**src/rtl/core/mic_pkg.sv**
```systemverilog
`timescale 1ns / 1ps
// ----------------------------------------------------------------------------
// mic_pkg: shared types and constants for the iron calibration core
// Field widths, fixed-point formats, operand widths of the shared multiplier
// and divider, opcodes, register indexes and payload structs.
// ----------------------------------------------------------------------------
package mic_pkg;

	// soft-iron scale format
	localparam int SCALE_FRAC_BITS = 14;
	localparam int SCALE_W         = SCALE_FRAC_BITS + 2;
	localparam logic [SCALE_W-1:0] SCALE_ONE = SCALE_W'(1) << SCALE_FRAC_BITS;
	localparam logic [SCALE_W-1:0] SCALE_SAT = '1;

	// sensitivity in 1/16 mG per lsb, times 819
	localparam int GAIN_W = 17;
	localparam logic [GAIN_W-1:0] GAIN_14 = 17'd78592;
	localparam logic [GAIN_W-1:0] GAIN_16 = 17'd19648;

	// shared multiplier
	localparam int MUL_AW = 25;
	localparam int MUL_BW = (SCALE_W > 18) ? SCALE_W : 18;
	localparam int MUL_PW = MUL_AW + MUL_BW;

	// finish arithmetic
	localparam int W_W   = 25;
	localparam int SUM_W = 27;
	localparam int DEN_W = 27;

	// shared divider
	localparam int DIV_NW = (SUM_W + 1 + SCALE_FRAC_BITS > 42) ?
		(SUM_W + 1 + SCALE_FRAC_BITS) : 42;
	localparam int DIV_DW = DEN_W;
	localparam int DIV_CW = $clog2(DIV_NW);

	// correction arithmetic: divide by 1638 as halving then radix-256 digits
	// of a divide by 819, each digit from a reciprocal multiply
	localparam logic [MUL_PW-1:0] CORR_HALF = MUL_PW'(819);
	localparam int DIG_W  = 8;
	localparam int DIG_N  = 6;
	localparam int DIG_NW = DIG_W * DIG_N;
	localparam int DIG_CW = $clog2(DIG_N);
	localparam int REM_W  = 10;
	localparam int CX_W   = REM_W + DIG_W;
	localparam logic [REM_W-1:0]  CORR_D   = 10'd819;
	localparam logic [MUL_AW-1:0] RECIP_M  = MUL_AW'(327761);
	localparam int                RECIP_SH = 28;
	localparam int MAG_W  = 32;
	localparam int HALF_W = MAG_W / 2;
	localparam int TOT_W  = MAG_W + SCALE_W;
	localparam int SH     = SCALE_FRAC_BITS + 8;
	localparam int FM_W   = TOT_W + 1 - SH;
	localparam int FIELD_W = 24;
	localparam logic [FM_W-1:0] FIELD_POS_LIM = FM_W'(8388607);
	localparam logic [FM_W-1:0] FIELD_NEG_LIM = FM_W'(8388608);
	localparam logic [FIELD_W-1:0] FIELD_MAX = 24'h7FFFFF;
	localparam logic [FIELD_W-1:0] FIELD_MIN = 24'h800000;

	localparam logic signed [15:0] MIN_RESET = 16'sd32767;
	localparam logic signed [15:0] MAX_RESET = -16'sd32767;

	typedef enum logic [1:0] {
		OP_SAMPLE = 2'd0,
		OP_START  = 2'd1,
		OP_FINISH = 2'd2,
		OP_NONE   = 2'd3
	} mic_op_t;

	typedef enum logic [1:0] {
		CFG_ASA_X = 2'd0,
		CFG_ASA_Y = 2'd1,
		CFG_ASA_Z = 2'd2,
		CFG_RES   = 2'd3
	} mic_cfg_idx_t;

	typedef struct packed {
		mic_op_t            opcode;
		logic signed [15:0] raw_x;
		logic signed [15:0] raw_y;
		logic signed [15:0] raw_z;
		logic               data_ready;
		logic               overflow;
	} mic_in_t;

	typedef struct packed {
		logic signed [FIELD_W-1:0] field_x;
		logic signed [FIELD_W-1:0] field_y;
		logic signed [FIELD_W-1:0] field_z;
		logic                      calibrating;
		logic                      cal_error;
	} mic_out_t;

endpackage

```
**src/rtl/core/magnetometer_iron_calibration_core.sv**
```systemverilog
`timescale 1ns / 1ps
// ----------------------------------------------------------------------------
// magnetometer_iron_calibration_core: hard/soft iron calibrated magnetometer
// Takes raw 3-axis samples and calibration opcodes, gives corrected fields.
// ----------------------------------------------------------------------------
// Usage:
// - input channel in_valid/in_stall/in_data carries one request: an opcode
//   (sample, start, finish) with raw x/y/z and the ready/overflow flags
// - output channel out_valid/out_stall/out_data gives one result per request:
//   corrected x/y/z field in 1/16 mG, calibrating and cal_error flags
// - cfg_valid/cfg_ready/cfg_index/cfg_data write the asa bytes and the
//   resolution bit; cfg_ready is always high, write only while idle
// - one request at a time: a shared multiplier works through the three axes;
//   per axis the divide by 1638 is done as six radix-256 reciprocal digits
// - after a sample, start or unused request the next request can enter once
//   its result is loaded into the output register
// - a finish that passes its checks first computes the range weights and
//   the three scale divisions in the bit-serial divider
// - reset gives asa 128, 14-bit resolution, zero offsets, unit scales
// - a finished result waits in the output register while out_stall is high;
//   the next request is accepted meanwhile and waits for the register to free
// ----------------------------------------------------------------------------
module magnetometer_iron_calibration_core (
	input  logic              clk,
	input  logic              arst_n,
	input  logic              in_valid,
	output logic              in_stall,
	input  mic_pkg::mic_in_t  in_data,
	output logic              out_valid,
	input  logic              out_stall,
	output mic_pkg::mic_out_t out_data,
	input  logic              cfg_valid,
	output logic              cfg_ready,
	input  logic [1:0]        cfg_index,
	input  logic [7:0]        cfg_data
);
	import mic_pkg::*;

	typedef enum logic [3:0] {
		S_IDLE, S_FW, S_FWC, S_FDS, S_FDW,
		S_CG, S_CP, S_CN, S_CQ, S_CR, S_CLO, S_CHI, S_CSUM, S_DONE
	} state_t;

	state_t                    state_q;
	logic [1:0]                ax_q;
	logic [7:0]                asa_q [3];
	logic                      res_q;
	logic signed [15:0]        held_q [3];
	logic signed [15:0]        min_q [3];
	logic signed [15:0]        max_q [3];
	logic signed [16:0]        off2_q [3];
	logic [SCALE_W-1:0]        scale_q [3];
	logic                      track_q;
	logic                      err_q;
	logic [W_W-1:0]            w_q [3];
	logic [MAG_W-1:0]          mag_q;
	logic [DIG_NW-1:0]         n_q;
	logic [REM_W-1:0]          r_q;
	logic [DIG_CW-1:0]         dig_q;
	logic [HALF_W+SCALE_W-1:0] lo_q;
	logic                      sign_q;
	logic [FIELD_W-1:0]        fld_q [3];
	logic                      out_valid_q;
	mic_out_t                  out_q;

	logic signed [15:0]        nh [3];
	logic                      bad;
	logic [8:0]                asa9;
	logic signed [16:0]        rng;
	logic signed [18:0]        d;
	logic [17:0]               dmag;
	logic [SUM_W-1:0]          sum;
	logic [DEN_W-1:0]          den3;
	logic [CX_W-1:0]           cx;
	logic [DIG_W-1:0]          qd;
	logic [CX_W-1:0]           cq;
	logic [TOT_W-1:0]          total;
	logic [TOT_W:0]            rnd;
	logic [FM_W-1:0]           fmag;
	logic [FIELD_W-1:0]        fsat;
	logic [SCALE_W-1:0]        snew;

	logic [MUL_AW-1:0]         mul_a;
	logic [MUL_BW-1:0]         mul_b;
	logic [MUL_PW-1:0]         mul_p;
	logic                      div_start;
	logic [DIV_NW-1:0]         div_num;
	logic [DIV_DW-1:0]         div_den;
	logic                      div_busy;
	logic                      div_done;
	logic [DIV_NW-1:0]         div_quo;

	// held values after a sample request
	always_comb begin
		nh[0] = held_q[0];
		nh[1] = held_q[1];
		nh[2] = held_q[2];
		if (in_data.data_ready && !in_data.overflow) begin
			nh[0] = in_data.raw_x;
			nh[1] = in_data.raw_y;
			nh[2] = in_data.raw_z;
		end
		bad = (max_q[0] <= min_q[0]) || (max_q[1] <= min_q[1]) ||
			(max_q[2] <= min_q[2]);
	end

	// per-axis operands
	always_comb begin
		asa9 = {1'b0, asa_q[ax_q]} + 9'd128;
		rng  = {max_q[ax_q][15], max_q[ax_q]} - {min_q[ax_q][15], min_q[ax_q]};
		d    = {{2{held_q[ax_q][15]}}, held_q[ax_q], 1'b0} -
			{{2{off2_q[ax_q][16]}}, off2_q[ax_q]};
		dmag = d[18] ? 18'(-d) : d[17:0];
		sum  = SUM_W'(w_q[0]) + SUM_W'(w_q[1]) + SUM_W'(w_q[2]);
		den3 = DEN_W'(w_q[ax_q]) + (DEN_W'(w_q[ax_q]) << 1);
		snew = (div_quo > DIV_NW'(SCALE_SAT)) ? SCALE_SAT : div_quo[SCALE_W-1:0];
	end

	// quotient digit and remainder of the divide by 819
	always_comb begin
		cx = {r_q, n_q[DIG_NW-1 -: DIG_W]};
		qd = mul_p[RECIP_SH+DIG_W-1:RECIP_SH];
		cq = cx - CX_W'(qd) * CX_W'(CORR_D);
	end

	// field rounding and saturation
	always_comb begin
		total = (TOT_W'(mul_p[HALF_W+SCALE_W-1:0]) << HALF_W) + TOT_W'(lo_q);
		rnd   = (TOT_W+1)'(total) + ((TOT_W+1)'(1) << (SH - 1));
		fmag  = rnd[TOT_W:SH];
		if (sign_q) begin
			fsat = (fmag > FIELD_NEG_LIM) ? FIELD_MIN : FIELD_W'(-fmag);
		end else begin
			fsat = (fmag > FIELD_POS_LIM) ? FIELD_MAX : fmag[FIELD_W-1:0];
		end
	end

	// multiplier operand selection
	always_comb begin
		mul_a = '0;
		mul_b = '0;
		case (state_q)
			S_FW: begin
				mul_a = MUL_AW'(rng[15:0]);
				mul_b = MUL_BW'(asa9);
			end
			S_CG: begin
				mul_a = MUL_AW'(res_q ? GAIN_16 : GAIN_14);
				mul_b = MUL_BW'(asa9);
			end
			S_CP: begin
				mul_a = mul_p[MUL_AW-1:0];
				mul_b = MUL_BW'(dmag);
			end
			S_CQ: begin
				mul_a = RECIP_M;
				mul_b = MUL_BW'(cx);
			end
			S_CLO: begin
				mul_a = MUL_AW'(mag_q[HALF_W-1:0]);
				mul_b = MUL_BW'(scale_q[ax_q]);
			end
			S_CHI: begin
				mul_a = MUL_AW'(mag_q[MAG_W-1:HALF_W]);
				mul_b = MUL_BW'(scale_q[ax_q]);
			end
			default: begin
				mul_a = '0;
				mul_b = '0;
			end
		endcase
	end

	// divider operands for the soft-iron scales
	always_comb begin
		div_start = (state_q == S_FDS);
		div_num   = (DIV_NW'(sum) << SCALE_FRAC_BITS) + DIV_NW'(den3 >> 1);
		div_den   = den3;
	end

	mic_mul u_mul (
		.clk (clk),
		.a   (mul_a),
		.b   (mul_b),
		.p_q (mul_p)
	);

	mic_div u_div (
		.clk    (clk),
		.arst_n (arst_n),
		.start  (div_start),
		.num    (div_num),
		.den    (div_den),
		.busy   (div_busy),
		.done   (div_done),
		.quo    (div_quo)
	);

	// sequencer, calibration state and output register
	always_ff @(posedge clk or negedge arst_n) begin
		if (!arst_n) begin
			state_q     <= S_IDLE;
			ax_q        <= '0;
			res_q       <= 1'b0;
			track_q     <= 1'b0;
			err_q       <= 1'b0;
			mag_q       <= '0;
			n_q         <= '0;
			r_q         <= '0;
			dig_q       <= '0;
			lo_q        <= '0;
			sign_q      <= 1'b0;
			out_valid_q <= 1'b0;
			out_q       <= '0;
			for (int i = 0; i < 3; i++) begin
				asa_q[i]   <= 8'd128;
				held_q[i]  <= '0;
				min_q[i]   <= MIN_RESET;
				max_q[i]   <= MAX_RESET;
				off2_q[i]  <= '0;
				scale_q[i] <= SCALE_ONE;
				w_q[i]     <= '0;
				fld_q[i]   <= '0;
			end
		end else begin
			// register writes
			if (cfg_valid) begin
				unique case (mic_cfg_idx_t'(cfg_index))
					CFG_ASA_X: asa_q[0] <= cfg_data;
					CFG_ASA_Y: asa_q[1] <= cfg_data;
					CFG_ASA_Z: asa_q[2] <= cfg_data;
					CFG_RES:   res_q    <= cfg_data[0];
					default:   res_q    <= res_q;
				endcase
			end

			// result taken and no new one loaded this cycle
			if (out_valid_q && !out_stall && state_q != S_DONE) begin
				out_valid_q <= 1'b0;
			end

			unique case (state_q)
				S_IDLE: begin
					if (in_valid) begin
						ax_q    <= '0;
						state_q <= S_CG;
						unique case (in_data.opcode)
							OP_SAMPLE: begin
								for (int i = 0; i < 3; i++) begin
									held_q[i] <= nh[i];
									if (track_q) begin
										if (nh[i] < min_q[i]) min_q[i] <= nh[i];
										if (nh[i] > max_q[i]) max_q[i] <= nh[i];
									end
								end
							end
							OP_START: begin
								for (int i = 0; i < 3; i++) begin
									off2_q[i]  <= '0;
									scale_q[i] <= SCALE_ONE;
									min_q[i]   <= MIN_RESET;
									max_q[i]   <= MAX_RESET;
								end
								track_q <= 1'b1;
							end
							OP_FINISH: begin
								if (!track_q) begin
									err_q <= 1'b1;
								end else begin
									track_q <= 1'b0;
									for (int i = 0; i < 3; i++) begin
										off2_q[i] <= {min_q[i][15], min_q[i]} +
											{max_q[i][15], max_q[i]};
									end
									if (bad) begin
										err_q <= 1'b1;
										for (int i = 0; i < 3; i++) begin
											scale_q[i] <= SCALE_ONE;
										end
									end else begin
										state_q <= S_FW;
									end
								end
							end
							default: state_q <= S_CG;
						endcase
					end
				end
				// range weights
				S_FW: state_q <= S_FWC;
				S_FWC: begin
					w_q[ax_q] <= mul_p[W_W-1:0];
					if (ax_q == 2'd2) begin
						ax_q    <= '0;
						state_q <= S_FDS;
					end else begin
						ax_q    <= ax_q + 1'b1;
						state_q <= S_FW;
					end
				end
				// soft-iron scale divisions
				S_FDS: state_q <= S_FDW;
				S_FDW: begin
					if (div_done) begin
						scale_q[ax_q] <= snew;
						if (ax_q == 2'd2) begin
							err_q   <= 1'b0;
							ax_q    <= '0;
							state_q <= S_CG;
						end else begin
							ax_q    <= ax_q + 1'b1;
							state_q <= S_FDS;
						end
					end
				end
				// field correction
				S_CG: state_q <= S_CP;
				S_CP: begin
					sign_q  <= d[18];
					state_q <= S_CN;
				end
				// rounded and halved product, ready for the digit loop
				S_CN: begin
					n_q     <= DIG_NW'((mul_p + CORR_HALF) >> 1);
					r_q     <= '0;
					dig_q   <= '0;
					mag_q   <= '0;
					state_q <= S_CQ;
				end
				S_CQ: state_q <= S_CR;
				S_CR: begin
					r_q   <= cq[REM_W-1:0];
					n_q   <= n_q << DIG_W;
					mag_q <= {mag_q[MAG_W-DIG_W-1:0], qd};
					if (dig_q == DIG_CW'(DIG_N - 1)) begin
						dig_q   <= '0;
						state_q <= S_CLO;
					end else begin
						dig_q   <= dig_q + 1'b1;
						state_q <= S_CQ;
					end
				end
				S_CLO: state_q <= S_CHI;
				S_CHI: begin
					lo_q    <= mul_p[HALF_W+SCALE_W-1:0];
					state_q <= S_CSUM;
				end
				S_CSUM: begin
					fld_q[ax_q] <= fsat;
					if (ax_q == 2'd2) begin
						ax_q    <= '0;
						state_q <= S_DONE;
					end else begin
						ax_q    <= ax_q + 1'b1;
						state_q <= S_CG;
					end
				end
				S_DONE: begin
					if (!out_valid_q || !out_stall) begin
						out_valid_q       <= 1'b1;
						out_q.field_x     <= fld_q[0];
						out_q.field_y     <= fld_q[1];
						out_q.field_z     <= fld_q[2];
						out_q.calibrating <= track_q;
						out_q.cal_error   <= err_q;
						state_q           <= S_IDLE;
					end
				end
				default: state_q <= S_IDLE;
			endcase
		end
	end

	assign in_stall  = (state_q != S_IDLE);
	assign cfg_ready = 1'b1;
	assign out_valid = out_valid_q;
	assign out_data  = out_q;

	// divider is never left running while a request can enter
	a_idle_div: assert property (@(posedge clk) disable iff (!arst_n)
		!in_stall |-> !div_busy)
		else $error("divider busy while idle");

	// start request opens min/max tracking
	a_start_track: assert property (@(posedge clk) disable iff (!arst_n)
		(in_valid && !in_stall && in_data.opcode == OP_START) |=> track_q)
		else $error("tracking not set after start");

	// soft-iron scales never collapse to zero
	a_scale_nz: assert property (@(posedge clk) disable iff (!arst_n)
		(scale_q[0] != '0) && (scale_q[1] != '0) && (scale_q[2] != '0))
		else $error("zero soft-iron scale");

endmodule

```
**src/rtl/core/mic_mul.sv**
```systemverilog
`timescale 1ns / 1ps
// ----------------------------------------------------------------------------
// mic_mul: shared unsigned multiplier
// One product per cycle with a registered result, used for gains, products,
// range weights and the scale partial products.
// ----------------------------------------------------------------------------
module mic_mul (
	input  logic                      clk,
	input  logic [mic_pkg::MUL_AW-1:0] a,
	input  logic [mic_pkg::MUL_BW-1:0] b,
	output logic [mic_pkg::MUL_PW-1:0] p_q
);
	import mic_pkg::*;

	// registered product
	always_ff @(posedge clk) begin
		p_q <= MUL_PW'(a) * MUL_PW'(b);
	end

endmodule

```
**src/rtl/core/mic_div.sv**
```systemverilog
`timescale 1ns / 1ps
// ----------------------------------------------------------------------------
// mic_div: shared restoring divider
// Unsigned long division, one quotient bit per cycle; done pulses once the
// quotient is complete and the quotient then holds until the next start.
// ----------------------------------------------------------------------------
module mic_div (
	input  logic                       clk,
	input  logic                       arst_n,
	input  logic                       start,
	input  logic [mic_pkg::DIV_NW-1:0] num,
	input  logic [mic_pkg::DIV_DW-1:0] den,
	output logic                       busy,
	output logic                       done,
	output logic [mic_pkg::DIV_NW-1:0] quo
);
	import mic_pkg::*;

	logic              busy_q;
	logic              done_q;
	logic [DIV_CW-1:0] cnt_q;
	logic [DIV_NW-1:0] num_q;
	logic [DIV_DW-1:0] den_q;
	logic [DIV_DW-1:0] rem_q;
	logic [DIV_DW:0]   rem_sh;
	logic [DIV_DW:0]   diff;

	// trial subtract
	always_comb begin
		rem_sh = {rem_q, num_q[DIV_NW-1]};
		diff   = rem_sh - {1'b0, den_q};
	end

	// iteration
	always_ff @(posedge clk or negedge arst_n) begin
		if (!arst_n) begin
			busy_q <= 1'b0;
			done_q <= 1'b0;
			cnt_q  <= '0;
			num_q  <= '0;
			den_q  <= '0;
			rem_q  <= '0;
		end else begin
			done_q <= 1'b0;
			if (start) begin
				busy_q <= 1'b1;
				cnt_q  <= '0;
				num_q  <= num;
				den_q  <= den;
				rem_q  <= '0;
			end else if (busy_q) begin
				if (!diff[DIV_DW]) begin
					rem_q <= diff[DIV_DW-1:0];
					num_q <= {num_q[DIV_NW-2:0], 1'b1};
				end else begin
					rem_q <= rem_sh[DIV_DW-1:0];
					num_q <= {num_q[DIV_NW-2:0], 1'b0};
				end
				if (cnt_q == DIV_CW'(DIV_NW - 1)) begin
					busy_q <= 1'b0;
					done_q <= 1'b1;
				end
				cnt_q <= cnt_q + 1'b1;
			end
		end
	end

	assign busy = busy_q;
	assign done = done_q;
	assign quo  = num_q;

endmodule
```
**config.mk**
```make
export PLATFORM = sky130hd
export DESIGN_NAME = magnetometer_iron_calibration_core
export DESIGN_NICKNAME = d
export VERILOG_FILES = /design/src/rtl/core/mic_pkg.sv /design/src/rtl/core/magnetometer_iron_calibration_core.sv /design/src/rtl/core/mic_mul.sv /design/src/rtl/core/mic_div.sv
export SDC_FILE = /design/constraint.sdc
export NUM_CORES = 2
export LEC_CHECK = 0
export ABC_AREA = 1
export CORE_MARGIN = 5
export CORE_UTILIZATION = 66
export DETAILED_ROUTE_END_ITERATION = 8
export DONT_BUFFER_PORTS = 1
export PLACE_DENSITY = 0.84
export REMOVE_ABC_BUFFERS = 1
export SYNTH_ARGS = -nofsm -noshare
export SYNTH_HDL_FRONTEND = slang
export SYNTH_SLANG_ARGS = --single-unit
```
**constraint.sdc**
```tcl
create_clock -name clk -period 13.8 [get_ports clk]
set_clock_uncertainty 0.1 [all_clocks]
set_input_delay 2.76 -clock clk [delete_from_list [all_inputs] [get_ports clk]]
set_output_delay 2.76 -clock clk [all_outputs]
set_load 0.02 [all_outputs]
```
-- Word-level counts from Yosys, hierarchy flattened
Index checks and enable logic that the tools add are counted.
- add/subtract/negate cells: 20
- $mul: 2
- $lt $le $gt $ge: 14
- eq/ne operators: 39
- mux-type cells: 106
- bitwise gates (word level): 1
- reduce and logical (&&, ||, !) cells: 41
- operator list (kind ; count):
    case mux 48 bit (2 select lines) ; 5
    2-to-1 mux 16 bit ; 22
    2-to-1 mux 48 bit ; 5
    case mux 25 bit (6 select lines) ; 1
    binary-select mux 16 bit (select 2 bit) ; 4
    case mux 51 bit (2 select lines) ; 1
    2-to-1 mux 24 bit ; 4
    2-to-1 mux 42 bit ; 2
    2-to-1 mux 27 bit ; 3
    bitwise mux 75 bit ; 1
    2-to-1 mux 25 bit ; 3
    bitwise mux 72 bit ; 1
    case mux 18 bit (4 select lines) ; 1
    case mux 32 bit (2 select lines) ; 1
    case mux 4 bit (14 select lines) ; 1
    adder 16 x 16 -> 17 bit ; 3
    2-to-1 mux 17 bit ; 3
    2-to-1 mux 51 bit ; 1
    binary-select mux 25 bit (select 2 bit) ; 1
    demux 25 bit (select 2 bit) ; 1
    adder 48 x 22 -> 49 bit, second input constant ; 1
    adder 48 x 32 -> 48 bit ; 1
    bitwise mux 48 bit ; 1
    demux 24 bit (select 2 bit) ; 1
    other kinds (67) ; 155
- flip-flop bits (word level): 771
- output and inout bits: 77

-- Longest topological paths before layout
- word-level depth: 9
- mapped depth: 54
- gate-level depth less buffers: 51

-- Hierarchy
A second synthesis with hierarchy kept.
- cells, all modules: 8934
- area, all modules: 66244.8 µm²
- modules (own cells, without submodules) (module ; instances ; cells an instance ; area each (µm²) ; sequential area each (µm²)):
    magnetometer_iron_calibration_core ; 1 ; 5739 ; 43171.4 ; 15285.9
    mic_mul ; 1 ; 2217 ; 16349.4 ; 860.8
    mic_div ; 1 ; 978 ; 6723.9 ; 2602.5

-- Worst setup path after synthesis
OpenSTA, ideal clock, no wires.
- path type: register to register
- start point: register ax_q[0]
- end point: register u_mul.p_q[40] in the netlist's numbering
- library setup time: 72 ps
- arrival: 9681 ps
- data required time: 13628 ps
- slack: 3948 ps
- cell stages (with the launch flop): 49
- path buffers: 7
- path through: dfrtp_1 -> nor2_1 -> clkbuf_1 -> clkbuf_1 -> clkbuf_1 -> clkbuf_1 -> buf_1 -> a21oi_1 -> ha_1 -> nand2_1 -> inv_1 -> nand3_1 -> o21bai_2 -> nand4_1 -> nand2_1 -> inv_1 -> o31ai_2 -> xor2_2 -> [... 13 more ...] -> fa_1 -> inv_1 -> fa_1 -> fa_1 -> ha_1 -> nand2_1 -> nor2_1 -> nand4_1 -> nor2_1 -> nor2_1 -> o21ai_0 -> a21oi_1 -> o21bai_1 -> a21boi_0 -> o21bai_1 -> nand2_1 -> o21ai_0 -> xor2_1
- longest elaborated chain between the ends: 9
- ends and longest elaborated chain (what ; line ; text):
    start: declaration ; magnetometer_iron_calibration_core.sv:45 ; logic [1:0] ax_q;
    start signal: assignment ; magnetometer_iron_calibration_core.sv:297 ; ax_q <= ax_q + 1'b1;
    start signal: assignment ; magnetometer_iron_calibration_core.sv:311 ; ax_q <= ax_q + 1'b1;
    start signal: assignment ; magnetometer_iron_calibration_core.sv:354 ; ax_q <= ax_q + 1'b1;
    inverter 2 -> 3 bit (implied by the code) (*) ; - ;
    binary-select mux 17 bit (select 2 bit) / binary-select mux 16 bit (select 2 bit) (equally long branches) ; magnetometer_iron_calibration_core.sv:112, magnetometer_iron_calibration_core.sv:111 ;
    2-to-1 mux 17 bit (implied by the code) / 2-to-1 mux 16 bit (equally long branches) (2 in a row) ; magnetometer_iron_calibration_core.sv:112, magnetometer_iron_calibration_core.sv:111 ;
    subtractor 17 x 17 -> 18 bit ; magnetometer_iron_calibration_core.sv:111 ; d = {{2{held_q[ax_q][15]}}, held_q[ax_q], 1'b0} -
    negation 18 bit ; magnetometer_iron_calibration_core.sv:113 ; dmag = d[18] ? 18'(-d) : d[17:0];
    2-to-1 mux 18 bit ; magnetometer_iron_calibration_core.sv:113 ;
    case mux 18 bit (4 select lines) ; magnetometer_iron_calibration_core.sv:142 ; case (state_q)
    multiplier 25 x 18 -> 43 bit (*) ; mic_mul.sv:17 ; p_q <= MUL_PW'(a) * MUL_PW'(b);
    end signal: assignment ; mic_mul.sv:17 ;
    end: declaration ; mic_mul.sv:11 ; output logic [mic_pkg::MUL_PW-1:0] p_q
Mark *: on every way between the ends. The rest lies on a longest branch, timed or not. The select of a mux whose other input is x is not followed.
A chain may end at the register's enable or synchronous reset.

-- Worst setup path after layout
- start point: register ax_q[0]
- end point: register u_mul.p_q[38] in the netlist's numbering
Same word-level chain as after synthesis.

==> flow_metrics.py <==
metrics = {
    "routing": {
        "vias": 56900,
        "drc_errors": 0,
        "wl_per_cell_um": 20.9,
        "routed_via_density": 6.08,
        "drtIter0Drc": 6473,
        "firstDrtPassIters": 8,
        "wirelength_um": 196000,
        "antenna_left": 0,
    },
    "place": {
        "port_buffers": 0,
        "gp_congestion": 1.03,
        "dp_hpwl_um": 147000,
        "postPlaceCellArea_um2": 64500,
        "post-place-cells": 9193,
    },
    "global_routing": {
        "grt_max_degree": 713,
        "grt-busiest-layer": "met2",
        "grt_pass1_vias": 56000,
        "antenna_found_initial": 2,
        "grt_pass1_wl_um": 308000,
        "met2_usage": 0.592,
        "globalRoute.totalOverflow": 0,
        "grt_usage": 0.377,
        "grt_use_met3": 0.0944,
        "use_met1": 0.504,
    },
    "cts": {
        "cts.path.max_buffers": 3,
        "worst_skew_pair.late_latency_ns": 0.70,
        "path_clk_slew_ns": 0.06,
        "cts_setup_buffers": 0,
        "cts_tree": "yes",
        "hold_buffers": 0,
        "cts_root_buf": "clkbuf_16",
        "htree_levels": 3,
        "cts_buffers": 84,
        "cts_resized": 0,
        "cts.sinks": 755,
    },
    "layout": {
        "final_nets": 8989,
        "fin_cells": 9352,
        "multi_input_area_um2": 38700,
        "ff_latch_area_um2": 18700,
        "area_growth_pct": 6.34,
        "finalInstanceArea_um2": 67500,
        "drive_gt1_frac": 0.0657,
        "fill_cells": 7598,
    },
    "critical_path": {
        "critical_path.max_fanout": 35,
        "end_kind": "flip-flop",
        "worstSetupPathType": "reg -> reg",
        "setup.worst_path.start_class": "flip-flop",
        "cpPeakStageDelay_ns": 0.68,
        "cp_data_required_time_ns": 14.28,
        "crit_slowest_cell": "nand2_1",
        "critPathArrivalTime_ns": 11.66,
    },
    "job": {
        "cap_violations": 0,
    },
    "sta": {
        "whs_ns": 0.362,
        "max_freq_mhz": 89.4,
        "setup-violations-final": 0,
        "worst_pin_slew_ns": 3.21,
        "slew_headroom": -1.14,
        "finalCritPeriodShare": 0.810,
        "rsz0062_at_grt": "false",
        "setup_tns_ns": 0,
        "hold_viol": 0,
        "slew_viol_final": 604,
        "period_needed_ns": 11.18,
    },
    "floorplan": {
        "num_io_pins": 144,
        "die_x_um": 320,
        "coreArea_um2": 95300,
        "dieArea_um2": 102000,
        "die_y_um": 320,
        "rows": 113,
        "start_util": 0.666,
    },
    "synth": {
        "synth_area_um2": 63500,
        "yosysWarnings": 0,
        "synth_area_leaders": "dfrtp_1 (26%), fa_1 (13%), nand2_1 (11%), ha_1 (9.7%), inv_1 (7.5%)",
        "synth.distinct_cells": 69,
        "yosysMostFrequentCell": "nand2_1",
        "synth.top_cell.area_share": 0.258,
        "async_flop_share": 0.943,
        "synth_area_per_cell_um2": 7.78,
        "synth_edf_count": 0,
        "yosys.area.top_type": "dfrtp_1",
        "synthCells": 8161,
        "synth_commonest_cells": "nand2_1 (1,866), inv_1 (1,276), o21ai_0 (681)",
        "synth-seq-cells": 755,
        "ys_seq_area_frac": 0.295,
        "synthFlopType": "dfrtp_1",
    },
    "status": {
        "violations": "max-slew violations",
        "status": "finished, violations left",
    },
    "power_and_ir_drop": {
        "cellPowerDensity_nw_per_um2": 254,
        "finalPower_w": 0.0171,
        "vdd_drop_max_mv": 0.184,
        "leakage_nw": 34.1,
    },
    "worst_hold_path": {
        "min_path_type": "reg -> reg",
    },
}
## per-layer routing
layer,part of all wire,vias to the layer above
li1,-,26100
met1,0.39,27100
met2,0.45,3091
met3,0.11,633
met4,0.052,2
met5,0.000066,-
## metrics by stage
step,setup WS (ns),utilization
floorplan,0.568,-
global placement,3.01,0.677
detailed placement,2.87,0.677
CTS,2.91,0.708
global route,1.86,0.708
finish,2.62,0.708
## state kept, by name (all words and copies together) (netlist names), 2 cells and up
name / flops
fld_q: 72
u_div.cnt_q: 6
u_div.quo: 42
off2_q: 51
w_q: 75
lo_q: 16
n_q: 48
r_q: 10
u_mul.p_q: 43
out_data: 74
mag_q: 32
state_q: 4
held_q: 48
dig_q: 3
asa_q: 24
min_q: 48
max_q: 48
u_div.den_q: 27
scale_q: 48
u_div.rem_q: 27
ax_q: 2
## worst max-delay path, delay by kind of cell, from the launching register on
family | cells | cell delay (ns)
XOR/XNOR | 1 | 0.13
AO/OA/AOI/OAI | 4 | 1.00
buffers and inverters | 8 | 1.44
adder cells (fa/ha/maj) | 8 | 3.97
AND/OR/NAND/NOR | 20 | 3.98
flip-flops | 1 | 0.41
## layout by cell type, fill, tap and decap left out, types with 100 or more instances in the layout
master   synthesis  routed
dfrtp_1        655     655
inv_1         1276    1273
nand2_1       1866    1863
nand3_1        356     356
xor2_1         100     100
o21ai_0        681     680
o22ai_1        113     113
ha_1           494     493
a21oi_1        462     460
nor2_1         550     534
fa_1           414     414
## cell type report
type / instances / share of cell area
clock buffer: 116 / 0.0365
clock inverter: 41 / 0.00849
sequential: 755 / 0.278
multi-input combinational: 5788 / 0.573
antenna: 2 / 0.0000741
timing repair buffer: 61 / 0.00697
tap: 1265 / 0.0234
inverter: 1324 / 0.0736
## power breakdown
group	internal, W	switching [W]	total, W	leakage [nW]
combinational	0.00350	0.00730	0.0108	23.1
clock	0.00143	0.000998	0.00243	1.47
sequential	0.00312	0.000771	0.00389	9.50
## kinds of logic after synthesis
| group | synth area share |
|---|---|
| and+or+nand+nor | 0.202 |
| buffers and inverters | 0.0967 |
| AOI/OAI and AO/OA | 0.141 |
| adders and majority gates | 0.228 |
| DFF | 0.295 |
| xor gates and xnor gates | 0.0237 |
| muxes | 0.0129 |
| other | 0.0000591 |
## final timing paths
check	from	to	slack, ns	depth (start not counted)
worst max-delay path	ax_q[0]$_DFFE_PN0P_	u_mul.p_q[38]$_DFF_P_	2.62	41
worst min-delay path	scale_q[46]$_DFFE_PN1P_	scale_q[46]$_DFFE_PN1P_	0.36	2
worst max register to register	ax_q[0]$_DFFE_PN0P_	u_mul.p_q[38]$_DFF_P_	2.62	41
worst min register to register	scale_q[46]$_DFFE_PN1P_	scale_q[46]$_DFFE_PN1P_	0.36	2
max in group asynchronous	arst_n	off2_q[18]$_DFFE_PN0P_	9.39	0
min in group asynchronous	arst_n	u_div.rem_q[25]$_DFFE_PN0P_	1.66	0
Note: power is estimated with default switching activity, not from simulation.
